[config.mk]
export PLATFORM = sky130hd
export DESIGN_NAME = grouped_softmax_core
export DESIGN_NICKNAME = d
export VERILOG_FILES = /design/src/hw/rtl/gsm_pkg.sv /design/src/hw/rtl/grouped_softmax_core.sv /design/src/hw/rtl/gsm_exp.sv /design/src/hw/rtl/gsm_div.sv /design/src/hw/rtl/gsm_dp.sv /design/src/hw/rtl/gsm_ctrl.sv
export SDC_FILE = /design/constraint.sdc
export NUM_CORES = 2
export LEC_CHECK = 0
export BUFFER_PORTS_ARGS = -buffer_cell sky130_fd_sc_hd__buf_2
export CORE_MARGIN = 1
export CORE_UTILIZATION = 60
export DETAILED_ROUTE_END_ITERATION = 6
export GPL_ROUTABILITY_DRIVEN = 0
export MAX_ROUTING_LAYER = met4
export PLACE_DENSITY = 0.87
export SLEW_MARGIN = 20
export SYNTH_ARGS = -nofsm -noshare
export SYNTH_HDL_FRONTEND = slang
export SYNTH_HIERARCHICAL = 1
export SYNTH_SLANG_ARGS = --single-unit
[constraint.sdc]
create_clock -name aclk -period 11.7 [get_ports aclk]
set_clock_uncertainty 0.15 [all_clocks]
set_input_delay 2.34 -clock aclk [delete_from_list [all_inputs] [get_ports aclk]]
set_output_delay 2.34 -clock aclk [all_outputs]
set_load 0.01 [all_outputs]
[src/hw/rtl/gsm_pkg.sv]
// Shared types and constants for the grouped softmax core.
// No dependencies; used by every module under hw/rtl.
package gsm_pkg;

    localparam int CFG_IDX_W  = 3;
    localparam int CFG_DATA_W = 16;
    localparam int LOGIT_W    = 16;
    localparam int EXP_W      = 16;
    localparam int SUM_W      = 24;
    localparam int PROB_W     = 17;
    localparam int CHAN_W     = 6;
    localparam int NUM_W      = 32;
    localparam int OUT_DATA_W = 24;

    localparam logic [CFG_IDX_W-1:0] REG_GROUP_COUNT = 3'd0;
    localparam logic [CFG_IDX_W-1:0] REG_BOUNDS_BASE = 3'd1;

    localparam logic [16:0]      LOG2E_Q16  = 17'd94548;
    localparam logic [EXP_W-1:0] EXP_ONE    = 16'd32768;
    localparam logic [PROB_W-1:0] PROB_ONE  = 17'd65536;
    localparam logic [3:0]       EXP_STEPS  = 4'd12;

    typedef struct packed {
        logic load_we;
        logic load_end;
        logic cnt_clr;
        logic cnt_inc;
        logic max_upd;
        logic exp_start;
        logic exp_wr;
        logic div_start;
        logic out_load;
    } gsm_cmd_t;

    typedef struct packed {
        logic cnt_last;
        logic exp_done;
        logic div_done;
    } gsm_status_t;

    // round(65536 * 2^(-2^-(k+1))) for fraction bit k, k = 0 is the half bit
    function automatic logic [15:0] pow_step(input logic [3:0] k);
        logic [15:0] c;
        unique case (k)
            4'd0:    c = 16'd46341;
            4'd1:    c = 16'd55109;
            4'd2:    c = 16'd60097;
            4'd3:    c = 16'd62757;
            4'd4:    c = 16'd64132;
            4'd5:    c = 16'd64830;
            4'd6:    c = 16'd65182;
            4'd7:    c = 16'd65359;
            4'd8:    c = 16'd65447;
            4'd9:    c = 16'd65492;
            4'd10:   c = 16'd65514;
            4'd11:   c = 16'd65525;
            default: c = 16'd0;
        endcase
        return c;
    endfunction

endpackage

[src/hw/rtl/grouped_softmax_core.sv]
// Grouped softmax: logits load at one per cycle; after the last one, the
// vector is processed in three passes: max (a read and an update per channel),
// exp (a 12-step exp iteration per channel) and divide plus emit (a 32-bit
// serial divider per channel, each result held until the output takes it).
// Synchronous active-low reset returns to load.
module grouped_softmax_core #(
    parameter int MAX_CHANNELS = 64,
    parameter int MAX_GROUPS   = 6
) (
    input  logic                              aclk,
    input  logic                              aresetn,
    // configuration write port
    input  logic                              cfg_wr_en,
    input  logic [gsm_pkg::CFG_IDX_W-1:0]     cfg_index,
    input  logic [gsm_pkg::CFG_DATA_W-1:0]    cfg_wdata,
    // logit requests
    input  logic                              s_tvalid,
    output logic                              s_tready,
    input  logic [15:0]                       s_tdata,   // [15:0] logit
    input  logic                              s_tlast,   // vector_end
    // probability requests
    output logic                              m_tvalid,
    input  logic                              m_tready,
    output logic [gsm_pkg::OUT_DATA_W-1:0]    m_tdata,   // [16:0] probability, [22:17] channel_index
    output logic                              m_tlast    // run_last
);
    gsm_pkg::gsm_cmd_t    cmd;
    gsm_pkg::gsm_status_t status;

    // controller walks the passes; datapath owns all storage and arithmetic
    gsm_ctrl u_ctrl (
        .aclk     (aclk),
        .aresetn  (aresetn),
        .s_tvalid (s_tvalid),
        .s_tlast  (s_tlast),
        .m_tready (m_tready),
        .status   (status),
        .s_tready (s_tready),
        .m_tvalid (m_tvalid),
        .cmd      (cmd)
    );

    gsm_dp #(
        .MAX_CHANNELS (MAX_CHANNELS),
        .MAX_GROUPS   (MAX_GROUPS)
    ) u_dp (
        .aclk      (aclk),
        .aresetn   (aresetn),
        .cfg_wr_en (cfg_wr_en),
        .cfg_index (cfg_index),
        .cfg_wdata (cfg_wdata),
        .logit_in  (s_tdata),
        .cmd       (cmd),
        .status    (status),
        .out_data  (m_tdata),
        .out_last  (m_tlast)
    );

    // input side and output side never open together
    assert property (@(posedge aclk) disable iff (!aresetn) !(s_tready && m_tvalid))
        else $error("input and output both active");

    // a vector end closes the input until results drain
    assert property (@(posedge aclk) disable iff (!aresetn)
        s_tvalid && s_tready && s_tlast |=> !s_tready)
        else $error("input open after vector end");

    // the last result reopens the input
    assert property (@(posedge aclk) disable iff (!aresetn)
        m_tvalid && m_tready && m_tlast |=> s_tready)
        else $error("input not reopened after last result");

    // probabilities never exceed one
    assert property (@(posedge aclk) disable iff (!aresetn)
        m_tvalid |-> m_tdata[16:0] <= 17'd65536)
        else $error("probability above one");
endmodule

[src/hw/rtl/gsm_exp.sv]
// Iterative fixed-point exp(-d) unit, one fraction bit per cycle.
// Depends on gsm_pkg.
module gsm_exp (
    input  logic                       aclk,
    input  logic                       aresetn,
    input  logic                       start,
    input  logic [15:0]                d_in,
    output logic                       done,
    output logic [gsm_pkg::EXP_W-1:0]  e_out
);
    logic        busy_reg;
    logic        done_reg;
    logic [3:0]  step_reg;
    logic [32:0] y_reg;
    logic [16:0] m_reg;
    logic [gsm_pkg::EXP_W-1:0] e_reg;

    logic [11:0] fr;
    logic [8:0]  ip;
    logic [33:0] prod;
    logic [16:0] m_next;
    logic [17:0] round_sum;
    logic [gsm_pkg::EXP_W-1:0] e_next;

    assign fr        = y_reg[23:12];
    assign ip        = y_reg[32:24];
    assign prod      = 34'(m_reg) * 34'(gsm_pkg::pow_step(step_reg)) + 34'd32768;
    assign m_next    = prod[32:16];
    assign round_sum = 18'(m_reg) + (18'd1 << ip[3:0]);
    assign e_next    = (ip >= 9'd16) ? '0 :
                       gsm_pkg::EXP_W'(round_sum >> ({1'b0, ip[3:0]} + 5'd1));

    always_ff @(posedge aclk) begin
        if (!aresetn) begin
            busy_reg <= 1'b0;
            done_reg <= 1'b0;
            step_reg <= '0;
        end else begin
            done_reg <= 1'b0;
            if (start) begin
                busy_reg <= 1'b1;
                step_reg <= '0;
            end else if (busy_reg) begin
                if (step_reg == gsm_pkg::EXP_STEPS) begin
                    busy_reg <= 1'b0;
                    done_reg <= 1'b1;
                end else begin
                    step_reg <= step_reg + 4'd1;
                end
            end
        end
    end

    always_ff @(posedge aclk) begin
        if (start) begin
            y_reg <= 33'(d_in) * 33'(gsm_pkg::LOG2E_Q16);
            m_reg <= 17'd65536;
        end else if (busy_reg && step_reg != gsm_pkg::EXP_STEPS) begin
            if (fr[4'd11 - step_reg]) begin
                m_reg <= m_next;
            end
        end
        if (busy_reg && step_reg == gsm_pkg::EXP_STEPS) begin
            e_reg <= e_next;
        end
    end

    assign done  = done_reg;
    assign e_out = e_reg;
endmodule

[src/hw/rtl/gsm_div.sv]
// Restoring divider, one quotient bit per cycle.
// Depends on gsm_pkg.
module gsm_div (
    input  logic                       aclk,
    input  logic                       aresetn,
    input  logic                       start,
    input  logic [gsm_pkg::NUM_W-1:0]  num,
    input  logic [gsm_pkg::SUM_W-1:0]  den,
    output logic                       done,
    output logic [gsm_pkg::NUM_W-1:0]  quo
);
    localparam int BW = $clog2(gsm_pkg::NUM_W + 1);

    logic                        busy_reg;
    logic                        done_reg;
    logic [BW-1:0]               bit_reg;
    logic [gsm_pkg::NUM_W-1:0]   nq_reg;
    logic [gsm_pkg::SUM_W-1:0]   rem_reg;
    logic [gsm_pkg::SUM_W-1:0]   den_reg;

    logic [gsm_pkg::SUM_W:0]     rem_shift;
    logic                        fits;

    assign rem_shift = {rem_reg, nq_reg[gsm_pkg::NUM_W-1]};
    assign fits      = rem_shift >= {1'b0, den_reg};

    always_ff @(posedge aclk) begin
        if (!aresetn) begin
            busy_reg <= 1'b0;
            done_reg <= 1'b0;
            bit_reg  <= '0;
        end else begin
            done_reg <= 1'b0;
            if (start) begin
                busy_reg <= 1'b1;
                bit_reg  <= '0;
            end else if (busy_reg) begin
                if (bit_reg == BW'(gsm_pkg::NUM_W - 1)) begin
                    busy_reg <= 1'b0;
                    done_reg <= 1'b1;
                end
                bit_reg <= bit_reg + 1'b1;
            end
        end
    end

    always_ff @(posedge aclk) begin
        if (start) begin
            nq_reg  <= num;
            rem_reg <= '0;
            den_reg <= den;
        end else if (busy_reg) begin
            nq_reg  <= {nq_reg[gsm_pkg::NUM_W-2:0], fits};
            rem_reg <= fits ? gsm_pkg::SUM_W'(rem_shift - {1'b0, den_reg})
                            : gsm_pkg::SUM_W'(rem_shift);
        end
    end

    assign done = done_reg;
    assign quo  = nq_reg;
endmodule

[src/hw/rtl/gsm_dp.sv]
// Datapath: config registers, logit and exp stores, group max and sum,
// exp and divide units, output register. Depends on gsm_pkg, gsm_exp, gsm_div.
module gsm_dp #(
    parameter int MAX_CHANNELS = 64,
    parameter int MAX_GROUPS   = 6
) (
    input  logic                              aclk,
    input  logic                              aresetn,
    input  logic                              cfg_wr_en,
    input  logic [gsm_pkg::CFG_IDX_W-1:0]     cfg_index,
    input  logic [gsm_pkg::CFG_DATA_W-1:0]    cfg_wdata,
    input  logic [gsm_pkg::LOGIT_W-1:0]       logit_in,
    input  gsm_pkg::gsm_cmd_t                 cmd,
    output gsm_pkg::gsm_status_t              status,
    output logic [gsm_pkg::OUT_DATA_W-1:0]    out_data,
    output logic                              out_last
);
    localparam int CW  = $clog2(MAX_CHANNELS);
    localparam int NW  = CW + 1;
    localparam int GIW = (MAX_GROUPS > 1) ? $clog2(MAX_GROUPS) : 1;

    logic [2:0]                       count_reg;
    logic [15:0]                      bounds_reg [MAX_GROUPS];

    logic [gsm_pkg::LOGIT_W-1:0]      logit_mem [MAX_CHANNELS];
    logic [gsm_pkg::EXP_W-1:0]        exp_mem   [MAX_CHANNELS];
    logic [gsm_pkg::LOGIT_W-1:0]      rd_logit_reg;
    logic [gsm_pkg::EXP_W-1:0]        rd_exp_reg;

    logic [NW-1:0]                    load_cnt_reg;
    logic [NW-1:0]                    n_reg;
    logic [CW-1:0]                    cnt_reg;

    logic signed [gsm_pkg::LOGIT_W-1:0] max_reg  [MAX_GROUPS];
    logic [MAX_GROUPS-1:0]            seen_reg;
    logic [gsm_pkg::SUM_W-1:0]        sum_reg  [MAX_GROUPS];

    logic [gsm_pkg::PROB_W-1:0]       prob_reg;
    logic [gsm_pkg::CHAN_W-1:0]       chan_reg;
    logic                             last_reg;

    logic                             own_v;
    logic [GIW-1:0]                   own_idx;
    logic                             room;
    logic signed [16:0]               diff;
    logic                             exp_done;
    logic [gsm_pkg::EXP_W-1:0]        exp_e;
    logic                             div_done;
    logic [gsm_pkg::NUM_W-1:0]        div_q;
    logic [gsm_pkg::NUM_W-1:0]        div_num;
    logic [gsm_pkg::SUM_W-1:0]        own_sum;
    logic [gsm_pkg::PROB_W-1:0]       prob_next;

    // highest-numbered group whose range covers the current channel owns it
    always_comb begin
        own_v   = 1'b0;
        own_idx = '0;
        for (int g = 0; g < MAX_GROUPS; g++) begin
            if (3'(g) < count_reg &&
                {1'b0, bounds_reg[g][7:0]} <= 9'(cnt_reg) &&
                9'(cnt_reg) <= {1'b0, bounds_reg[g][15:8]}) begin
                own_v   = 1'b1;
                own_idx = GIW'(g);
            end
        end
    end

    assign room    = load_cnt_reg < NW'(MAX_CHANNELS);
    assign diff    = 17'(max_reg[own_idx]) - 17'($signed(rd_logit_reg));
    assign own_sum = sum_reg[own_idx];
    assign div_num = {rd_exp_reg, 16'd0} + gsm_pkg::NUM_W'(own_sum >> 1);

    assign status.cnt_last = ({1'b0, cnt_reg} == n_reg - 1'b1);
    assign status.exp_done = exp_done;
    assign status.div_done = div_done;

    always_comb begin
        if (!own_v || own_sum == '0 || div_q > gsm_pkg::NUM_W'(gsm_pkg::PROB_ONE)) begin
            prob_next = gsm_pkg::PROB_ONE;
        end else begin
            prob_next = div_q[gsm_pkg::PROB_W-1:0];
        end
    end

    gsm_exp u_exp (
        .aclk    (aclk),
        .aresetn (aresetn),
        .start   (cmd.exp_start),
        .d_in    (diff[15:0]),
        .done    (exp_done),
        .e_out   (exp_e)
    );

    gsm_div u_div (
        .aclk    (aclk),
        .aresetn (aresetn),
        .start   (cmd.div_start),
        .num     (div_num),
        .den     (own_sum),
        .done    (div_done),
        .quo     (div_q)
    );

    // configuration
    always_ff @(posedge aclk) begin
        if (!aresetn) begin
            count_reg <= '0;
            for (int g = 0; g < MAX_GROUPS; g++) begin
                bounds_reg[g] <= '0;
            end
        end else if (cfg_wr_en) begin
            if (cfg_index == gsm_pkg::REG_GROUP_COUNT) begin
                count_reg <= cfg_wdata[2:0];
            end else if (cfg_index >= gsm_pkg::REG_BOUNDS_BASE &&
                         cfg_index <  gsm_pkg::REG_BOUNDS_BASE + 3'(MAX_GROUPS)) begin
                bounds_reg[GIW'(cfg_index - gsm_pkg::REG_BOUNDS_BASE)] <= cfg_wdata;
            end
        end
    end

    // counters and group state
    always_ff @(posedge aclk) begin
        if (!aresetn) begin
            load_cnt_reg <= '0;
            n_reg        <= NW'(1);
            cnt_reg      <= '0;
            seen_reg     <= '0;
            for (int g = 0; g < MAX_GROUPS; g++) begin
                sum_reg[g] <= '0;
            end
        end else begin
            if (cmd.load_we) begin
                if (cmd.load_end) begin
                    load_cnt_reg <= '0;
                    n_reg        <= load_cnt_reg + NW'(room);
                    seen_reg     <= '0;
                    for (int g = 0; g < MAX_GROUPS; g++) begin
                        sum_reg[g] <= '0;
                    end
                end else if (room) begin
                    load_cnt_reg <= load_cnt_reg + 1'b1;
                end
            end
            if (cmd.cnt_clr) begin
                cnt_reg <= '0;
            end else if (cmd.cnt_inc) begin
                cnt_reg <= cnt_reg + 1'b1;
            end
            if (cmd.max_upd && own_v) begin
                seen_reg[own_idx] <= 1'b1;
            end
            if (cmd.exp_wr && own_v) begin
                sum_reg[own_idx] <= sum_reg[own_idx] + gsm_pkg::SUM_W'(exp_e);
            end
        end
    end

    always_ff @(posedge aclk) begin
        if (cmd.max_upd && own_v &&
            (!seen_reg[own_idx] || $signed(rd_logit_reg) > max_reg[own_idx])) begin
            max_reg[own_idx] <= $signed(rd_logit_reg);
        end
    end

    // stores, registered reads
    always_ff @(posedge aclk) begin
        if (cmd.load_we && room) begin
            logit_mem[load_cnt_reg[CW-1:0]] <= logit_in;
        end
        rd_logit_reg <= logit_mem[cnt_reg];
    end

    always_ff @(posedge aclk) begin
        if (cmd.exp_wr) begin
            exp_mem[cnt_reg] <= own_v ? exp_e : gsm_pkg::EXP_ONE;
        end
        rd_exp_reg <= exp_mem[cnt_reg];
    end

    // output register
    always_ff @(posedge aclk) begin
        if (cmd.out_load) begin
            prob_reg <= prob_next;
            chan_reg <= gsm_pkg::CHAN_W'(cnt_reg);
            last_reg <= status.cnt_last;
        end
    end

    assign out_data = {1'b0, chan_reg, prob_reg};
    assign out_last = last_reg;
endmodule

[src/hw/rtl/gsm_ctrl.sv]
// Controller: sequences load, max, exp and divide passes over the store.
// Depends on gsm_pkg.
module gsm_ctrl (
    input  logic                  aclk,
    input  logic                  aresetn,
    input  logic                  s_tvalid,
    input  logic                  s_tlast,
    input  logic                  m_tready,
    input  gsm_pkg::gsm_status_t  status,
    output logic                  s_tready,
    output logic                  m_tvalid,
    output gsm_pkg::gsm_cmd_t     cmd
);
    typedef enum logic [3:0] {
        ST_LOAD, ST_MAX_RD, ST_MAX_UPD, ST_EXP_RD, ST_EXP_GO, ST_EXP_WAIT,
        ST_DIV_RD, ST_DIV_GO, ST_DIV_WAIT, ST_OUT
    } state_t;

    state_t state_reg, state_next;

    always_comb begin
        state_next = state_reg;
        cmd        = '0;
        unique case (state_reg)
            ST_LOAD: begin
                if (s_tvalid) begin
                    cmd.load_we = 1'b1;
                    if (s_tlast) begin
                        cmd.load_end = 1'b1;
                        cmd.cnt_clr  = 1'b1;
                        state_next   = ST_MAX_RD;
                    end
                end
            end
            ST_MAX_RD: state_next = ST_MAX_UPD;
            ST_MAX_UPD: begin
                cmd.max_upd = 1'b1;
                if (status.cnt_last) begin
                    cmd.cnt_clr = 1'b1;
                    state_next  = ST_EXP_RD;
                end else begin
                    cmd.cnt_inc = 1'b1;
                    state_next  = ST_MAX_RD;
                end
            end
            ST_EXP_RD: state_next = ST_EXP_GO;
            ST_EXP_GO: begin
                cmd.exp_start = 1'b1;
                state_next    = ST_EXP_WAIT;
            end
            ST_EXP_WAIT: begin
                if (status.exp_done) begin
                    cmd.exp_wr = 1'b1;
                    if (status.cnt_last) begin
                        cmd.cnt_clr = 1'b1;
                        state_next  = ST_DIV_RD;
                    end else begin
                        cmd.cnt_inc = 1'b1;
                        state_next  = ST_EXP_RD;
                    end
                end
            end
            ST_DIV_RD: state_next = ST_DIV_GO;
            ST_DIV_GO: begin
                cmd.div_start = 1'b1;
                state_next    = ST_DIV_WAIT;
            end
            ST_DIV_WAIT: begin
                if (status.div_done) begin
                    cmd.out_load = 1'b1;
                    state_next   = ST_OUT;
                end
            end
            ST_OUT: begin
                if (m_tready) begin
                    if (status.cnt_last) begin
                        state_next = ST_LOAD;
                    end else begin
                        cmd.cnt_inc = 1'b1;
                        state_next  = ST_DIV_RD;
                    end
                end
            end
            default: state_next = ST_LOAD;
        endcase
    end

    always_ff @(posedge aclk) begin
        if (!aresetn) begin
            state_reg <= ST_LOAD;
        end else begin
            state_reg <= state_next;
        end
    end

    assign s_tready = (state_reg == ST_LOAD);
    assign m_tvalid = (state_reg == ST_OUT);
endmodule
After elaboration in Yosys (flattened, before gate mapping):

Memories as Yosys holds them, arrays and structs flattened. A register that Yosys moved wholly into a read port is not among the register bits.
Cells that the tools add are included.

* flip-flop bits (word level): 215
* latch bits: 0
* RAM bits: 2384
* ROM bits: 256
* bits of input ports: 41
* output and inout bits: 27
* word-level logic and storage cells: 239
* memories: 6

* add/subtract/negate cells: 15
* multiply operators: 2
* divide/modulo/power cells: 0
* magnitude comparators: 28
* eq/ne operators: 18
* shifts and indexed selects: 2
* mux-type cells: 93
* bitwise operators: 11
* reductions and logical operators: 43

Memories
* u_dp.exp_mem: depth 64, bits a word 16, read ports 1, clocked after memory_dff 1, wr ports 1, RTL line gsm_dp.sv:26 `logic [gsm_pkg::EXP_W-1:0] exp_mem [MAX_CHANNELS];`
* u_dp.logit_mem: depth 64, bits a word 16, read ports 1, clocked after memory_dff 1, wr ports 1, RTL line gsm_dp.sv:25 `logic [gsm_pkg::LOGIT_W-1:0] logit_mem [MAX_CHANNELS];`
* (name not given): depth 16, bits a word 16, read ports 1, clocked after memory_dff 1, wr ports 0, RTL line gsm_pkg.sv:44 `unique case (k)`
* u_dp.sum_reg: depth 6, bits a word 24, read ports 1, clocked after memory_dff 0, wr ports 6, RTL line gsm_dp.sv:36 `logic [gsm_pkg::SUM_W-1:0] sum_reg [MAX_GROUPS];`
* u_dp.bounds_reg: depth 6, bits a word 16, read ports 6, clocked after memory_dff 0, wr ports 6, RTL line gsm_dp.sv:23 `logic [15:0] bounds_reg [MAX_GROUPS];`
* u_dp.max_reg: depth 6, bits a word 16, read ports 1, clocked after memory_dff 0, wr ports 1, RTL line gsm_dp.sv:34 `logic signed [gsm_pkg::LOGIT_W-1:0] max_reg [MAX_GROUPS];`

Operators by type and width (number)
* two-way mux 24 bit: 8
* two-way mux 32 bit: 2
* two-way mux 1 bit: 49
* <= comparator 6 x 8 -> 1 bit: 6
* <= comparator 8 x 6 -> 1 bit: 6
* one-hot mux 4 bit (10 select lines): 1
* adder 33 x 16 -> 33 bit, second input constant: 1
* multiplier 17 x 16 -> 33 bit: 1
* adder 32 x 23 -> 32 bit: 1
* greater-than comparator 32 x 17 -> 1 bit, second input constant: 1
* two-way mux 16 bit: 2
* multiplier 16 x 15 -> 31 bit, second input constant: 1
* two-way mux 4 bit: 7
* >= comparator 25 x 24 -> 1 bit: 1
* adder 24 x 16 -> 24 bit: 1
* logical NOT 24 bit: 1
* two-way mux 6 bit: 4
* OR reduction 24 bit: 1
* subtractor 24 bit: 1
* two-way mux 3 bit: 7
* logical AND 1 bit: 20
* adder 17 x 18 -> 18 bit: 1
* left shift 1 x 4 -> 18 bit, first input constant: 1
* >> shifter 18 x 5 -> 16 bit: 1
* 47 further kinds: 87

Logic depth before layout (Yosys ltp):

An unclocked memory read counts as a cell.

* word-level depth: 16
* mapped depth: 45
* gate-level depth less buffers: 41

Modules after synthesis:

Netlist, hierarchy kept.

By module, submodules not included
* gsm_dp: instances 1, cells each 5727, area an instance 94100.2 um2, sequential area each 73530.5 um2
* gsm_exp: instances 1, cells each 1822, area an instance 17015.1 um2, sequential area each 1891.8 um2
* gsm_div: instances 1, cells each 449, area an instance 4785.8 um2, sequential area each 2322.2 um2
* gsm_ctrl: instances 1, cells each 56, area an instance 431.7 um2, sequential area each 80.1 um2

Worst setup path after synthesis:

Ideal clock, no wire load.

* path type: reg2reg
* start: register u_dp.cnt_reg[2]
* end: register u_dp.u_exp.y_reg[27], data pin
* library setup time: 262 ps
* arrival: 9934 ps
* required time: 11288 ps
* setup slack: 1355 ps
* stages on the path, launching flop included: 45
* path buffers: 4
* clock period less this slack: 10345 ps
* path through: dfxtp_1 -> clkbuf_1 -> clkinv_1 -> ha_1 -> nand3_1 -> o21bai_1 -> a31oi_1 -> a211o_1 -> clkbuf_1 -> clkbuf_1 -> clkbuf_1 -> o21a_1 -> mux2i_1 -> a21oi_1 -> a211oi_1 -> a2bb2oi_1 -> ha_1 -> inv_1 -> (+9 left out) -> ha_1 -> ha_1 -> fa_1 -> inv_1 -> fa_1 -> inv_1 -> fa_1 -> fa_1 -> ha_1 -> a21o_1 -> a21o_1 -> a21o_1 -> a21oi_1 -> o21ai_0 -> o21ai_0 -> a21boi_0 -> o31ai_1 -> xnor2_1

* word-level cells in the longest chain between the ends: 11
* elaborated cells between the ends (all ways): 28
* those cells by class: 1 x add/sub; 1 x mul; 10 x order compare; 5 x mux; 10 x reduce/logical; 1 x memory

Ends and longest elaborated chain
* from (decl): RTL line gsm_dp.sv:32 `logic [CW-1:0] cnt_reg;`
* from (signal assigned): RTL line gsm_dp.sv:147 `cnt_reg <= cnt_reg + 1'b1;`
* <= comparator 8 x 6 -> 1 bit: RTL line gsm_dp.sv:60 `{1'b0, bounds_reg[g][7:0]} <= 9'(cnt_reg) &&`
* logical AND 1 bit: RTL line gsm_dp.sv:59 `if (3'(g) < count_reg &&`
* logical AND 1 bit: RTL line gsm_dp.sv:60
* two-way mux 1 bit: RTL line gsm_dp.sv:59
* two-way mux 2 bit (2 in series): RTL line gsm_dp.sv:59
* two-way mux 3 bit: RTL line gsm_dp.sv:59
* two-way mux 3 bit (*): RTL line gsm_dp.sv:59
* memory read (6 x 16 bit) (*)
* subtractor 16 bit (*): RTL line gsm_dp.sv:69 `assign diff = 17'(max_reg[own_idx]) - 17'($signed(rd_logit_reg));`
* net u_dp.diff[14]: RTL line gsm_dp.sv:45 `logic signed [16:0] diff;`
* multiplier 16 x 15 -> 31 bit (*): RTL line gsm_exp.sv:56 `y_reg <= 33'(d_in) * 33'(gsm_pkg::LOG2E_Q16);`
* to (signal assigned): RTL line gsm_exp.sv:56
* to (decl): RTL line gsm_exp.sv:14 `logic [32:0] y_reg;`

Mark *: on every way through the listed nets, which the timed path passes. The rest lies on a longest branch.
A chain may end at the register's enable or synchronous reset.

Worst setup path after layout:

* start: register u_dp.cnt_reg[4]
* end: register u_dp.u_exp.y_reg[27], data pin

The elaborated chain is that of the path after synthesis.

==> results by group <==
STA
  – Final worst path period share: 96.0%
  – Fin Hold WS: 0.337 ns
  – Min cycle time layout: 11.23 ns
  – RSZ-0062 raised after global routing: false
  – Endpoints failing setup: 0
  – Relative slew margins: 5.47%
  – Slew @ Worst Pin: 1.40 ns
  – Final hold vios: 0
  – Max Freq: 89.1 MHz
  – Worst setup margin: 0.473 ns
  – Setup TNS: 0 ns
  – Max Slew Vio Count: 0

Setup path
  – Critical path required time: 12.15 ns
  – CP Max Fanout: 13
  – CP max stage delay: 0.69 ns
  – CP startpoint kind: flip-flop
  – Reg-to-Reg Start: u_dp/cnt_reg[4]$_SDFFE_PP0P_
  – Critical path's slowest cell: dfxtp_1
  – CP Class: flip-flop to flip-flop
  – Worst path most repeated cell: a21oi_1
  – WP data arrival: 11.67 ns
  – Worst-case reg-to-reg path depth: 40
  – Worst setup path start: u_dp/cnt_reg[4]$_SDFFE_PP0P_
  – CP Capture Type: flip-flop

Global routing
  – Number of global-route vias before repair: 77,600
  – Initial antenna violation count: 13
  – First-pass GRT wire length: 480 mm
  – Tot GR Track Use: 33.7%
  – Largest net degree at the start of global routing: 116
  – Total grt overflow: 0

Power and ir drop
  – Switching part of the total power: 34.6%
  – P_sw: 0.0114 W
  – Combinational share of power: 41.1%
  – P_leak: 45.4 nW
  – Internal power: 0.0215 W
  – Peak supply drop: 1100 µV
  – Pwr dens: 256 nW/µm²
  – Clock power share: 24.3%
  – Sequential share of power: 34.6%

Yosys
  – Mapped Cells: 8,054
  – Post-Syn Nets: 8,791
  – Post-Syn Area per Cell: 14.4 µm²
  – Netlist Area Pre-Place: 116,000 µm²
  – FF+latch count, synth: 2,637
  – FFs w/ async S/R, synth: 0%
  – EDFF count, synth: 2,501
  – Top_reg_cell synth: edfxtp_1
  – Netlist cell types: 107
  – Yosys Warn Count: 6
  – Sequential-to-total area share from yosys stat: 66.9%

Routing
  – Met2 WL post-DR: 151 mm
  – Drc violations: 13
  – Wl on met1: 103 mm
  – Uppermost layer routed: met4
  – Via count: 77,400
  – Final WL: 328 mm
  – Post-DR wirelength/cell: 30.0 µm
  – DR vias/cell: 7.09
  – TritonRoute pass-1 iters: 7
  – Initial drt markers: 13,300
  – Met3 wire len: 49.4 mm
  – Number of routed nets with antenna violations: 0

Job
  – Max_cap viols: 0

Floorplan
  – I/O pin count: 68
  – Initial Util: 60.4%
  – Rows: 161
  – Die extent in y: 442 µm
  – Die W: 442 µm
  – Placeable core area: 193,000 µm²
  – Die Area: 196,000 µm²

Place
  – Pre-CTS setup slack: 0.683 ns
  – Detailed placement HPWL: 186 mm
  – IO Port Bufs: 66
  – Placed Area: 120,000 µm²

CTS
  – Post-CTS Setup Inserts: 0
  – TritonCTS clock tree: done
  – CTS root buf: clkbuf_16
  – Clock Sinks: 2,637
  – H-tree depth: 4
  – Cts bufs inserted: 234
  – Reg clk slew, reported paths: 0.06 ns
  – CTS Buffer Depth: 3
  – Clk_lat worst skew: 0.91 ns

Finish
  – Layout cells sized above 1: 9.66%
  – Filler cells: 11,500
  – Area Overhead vs Synth: 10.3%
  – Final Instance Area: 128,000 µm²
  – Post-layout util: 66.6%
  – Nets@finish: 8,920

Min path
  – WHS Path Cells: 2
  – Worst min path class: flip-flop to flip-flop
  – Hold_sp: u_dp/seen_reg[1]$_SDFF_PN0_

Status
  – Run status: complete, but fails checks
  – Failing checks: DRC
==> per-layer routing <==
layer	global-route usage, %	up-vias
met5	-	-
met4	21.1	0
met3	9.15	1760
met2	51.5	7629
met1	39.9	36800
li1	-	31200
==> cells by family (layout without fill, tap and decap cells) <==
group | Yosys count | count (layout) | share of synthesized area [%]
AOI/OAI and AO/OA | 1944 | 1944 | 12.3
xor gates and xnor gates | 135 | 135 | 1.02
adders and majority gates | 696 | 696 | 9.29
buffers and inverters | 948 | 1279 | 3.13
DFF | 2637 | 2637 | 66.9
muxes | 66 | 66 | 0.657
other | 1 | 13 | 0.00322
and+or+nand+nor | 1627 | 1627 | 6.69
==> cell usage in the layout (no fill, tap or decap), types with 98 or more instances in the layout <==
cell	n
and2_1	168
nor2_1	564
a22o_1	152
fa_1	280
nand2_1	365
nand4_1	118
a221oi_1	153
edfxtp_1	2501
dfxtp_1	134
inv_1	519
clkbuf_16	238
nand3_1	98
buf_4	251
a31oi_1	140
a21oi_1	230
a22oi_1	744
ha_1	416
==> Yosys cell counts (all sizes together) (118+ instances only) <==
cell	number	area, µm²
a31oi	142	895
ha	416	5200
nand2	369	1390
clkbuf	337	1260
dfxtp	136	2720
a22oi	744	5590
nor2	564	2120
a21oi	236	1210
edfxtp	2501	75100
fa	280	5610
a221oi	155	1370
and2	184	1150
nand4	118	738
a22o	152	1330
inv	522	1960
==> final cells by class <==
cell class	instances	area [µm²]	area share, %
diodes	12	30.0	0.0234
clock buffers	290	6190	4.82
clock inverters	148	1730	1.34
inverters	527	1980	1.54
multi-input cells	4469	35000	27.3
flip-flops and latches	2637	77800	60.7
well taps	2526	3160	2.46
repair buffers	314	2350	1.83
==> power by group through the flow <==
| stage | Combinational (W) | Sequential, W | Clock (W) |
|---|---|---|---|
| floorplan | 0.0103 | 0.0114 | 0 |
| global placement | 0.0125 | 0.0115 | 0 |
| detailed placement | 0.0132 | 0.0116 | 0 |
| CTS | 0.0134 | 0.0114 | 0.00796 |
| global route | 0.0152 | 0.0114 | 0.00830 |
| finish | 0.0135 | 0.0114 | 0.00797 |
==> worst max-delay path: cells and delay by family, from the launching register on <==
kind	cells	cell delay (ns)
compound gates	20	4.12
fa+ha+maj	10	4.05
simple gates	3	0.69
flops	1	0.69
buf+inv	4	0.50
xor+xnor	2	0.48
mux	1	0.20
==> what timing repair did <==
| action | CTS | global route |
|---|---|---|
| hold buffers | 0 | 0 |
| endpoints found under the hold margin | 0 | 0 |
| resized for setup | 0 | 5 |
| endpoints found under the setup margin | 0 | 2 |
==> metrics by stage <==
step,std cells,power (W)
2_1_floorplan,8054,0.0218
3_3_place_gp,10500,0.0240
3_5_place_dp,10500,0.0248
4_1_cts,10900,0.0327
5_1_grt,10900,0.0349
6_report,10900,0.0328
==> final timing paths <==
| path | slack, ns | end |
|---|---|---|
| setup / recovery | 0.47 | u_dp/u_exp/y_reg[27]$_DFFE_PP_ |
| hold / removal | 0.34 | u_dp/seen_reg[1]$_SDFF_PN0_ |
| setup reg to reg | 0.47 | u_dp/u_exp/y_reg[27]$_DFFE_PP_ |
| hold reg to reg | 0.34 | u_dp/seen_reg[1]$_SDFF_PN0_ |
Note: power is estimated with default switching activity, not from simulation.
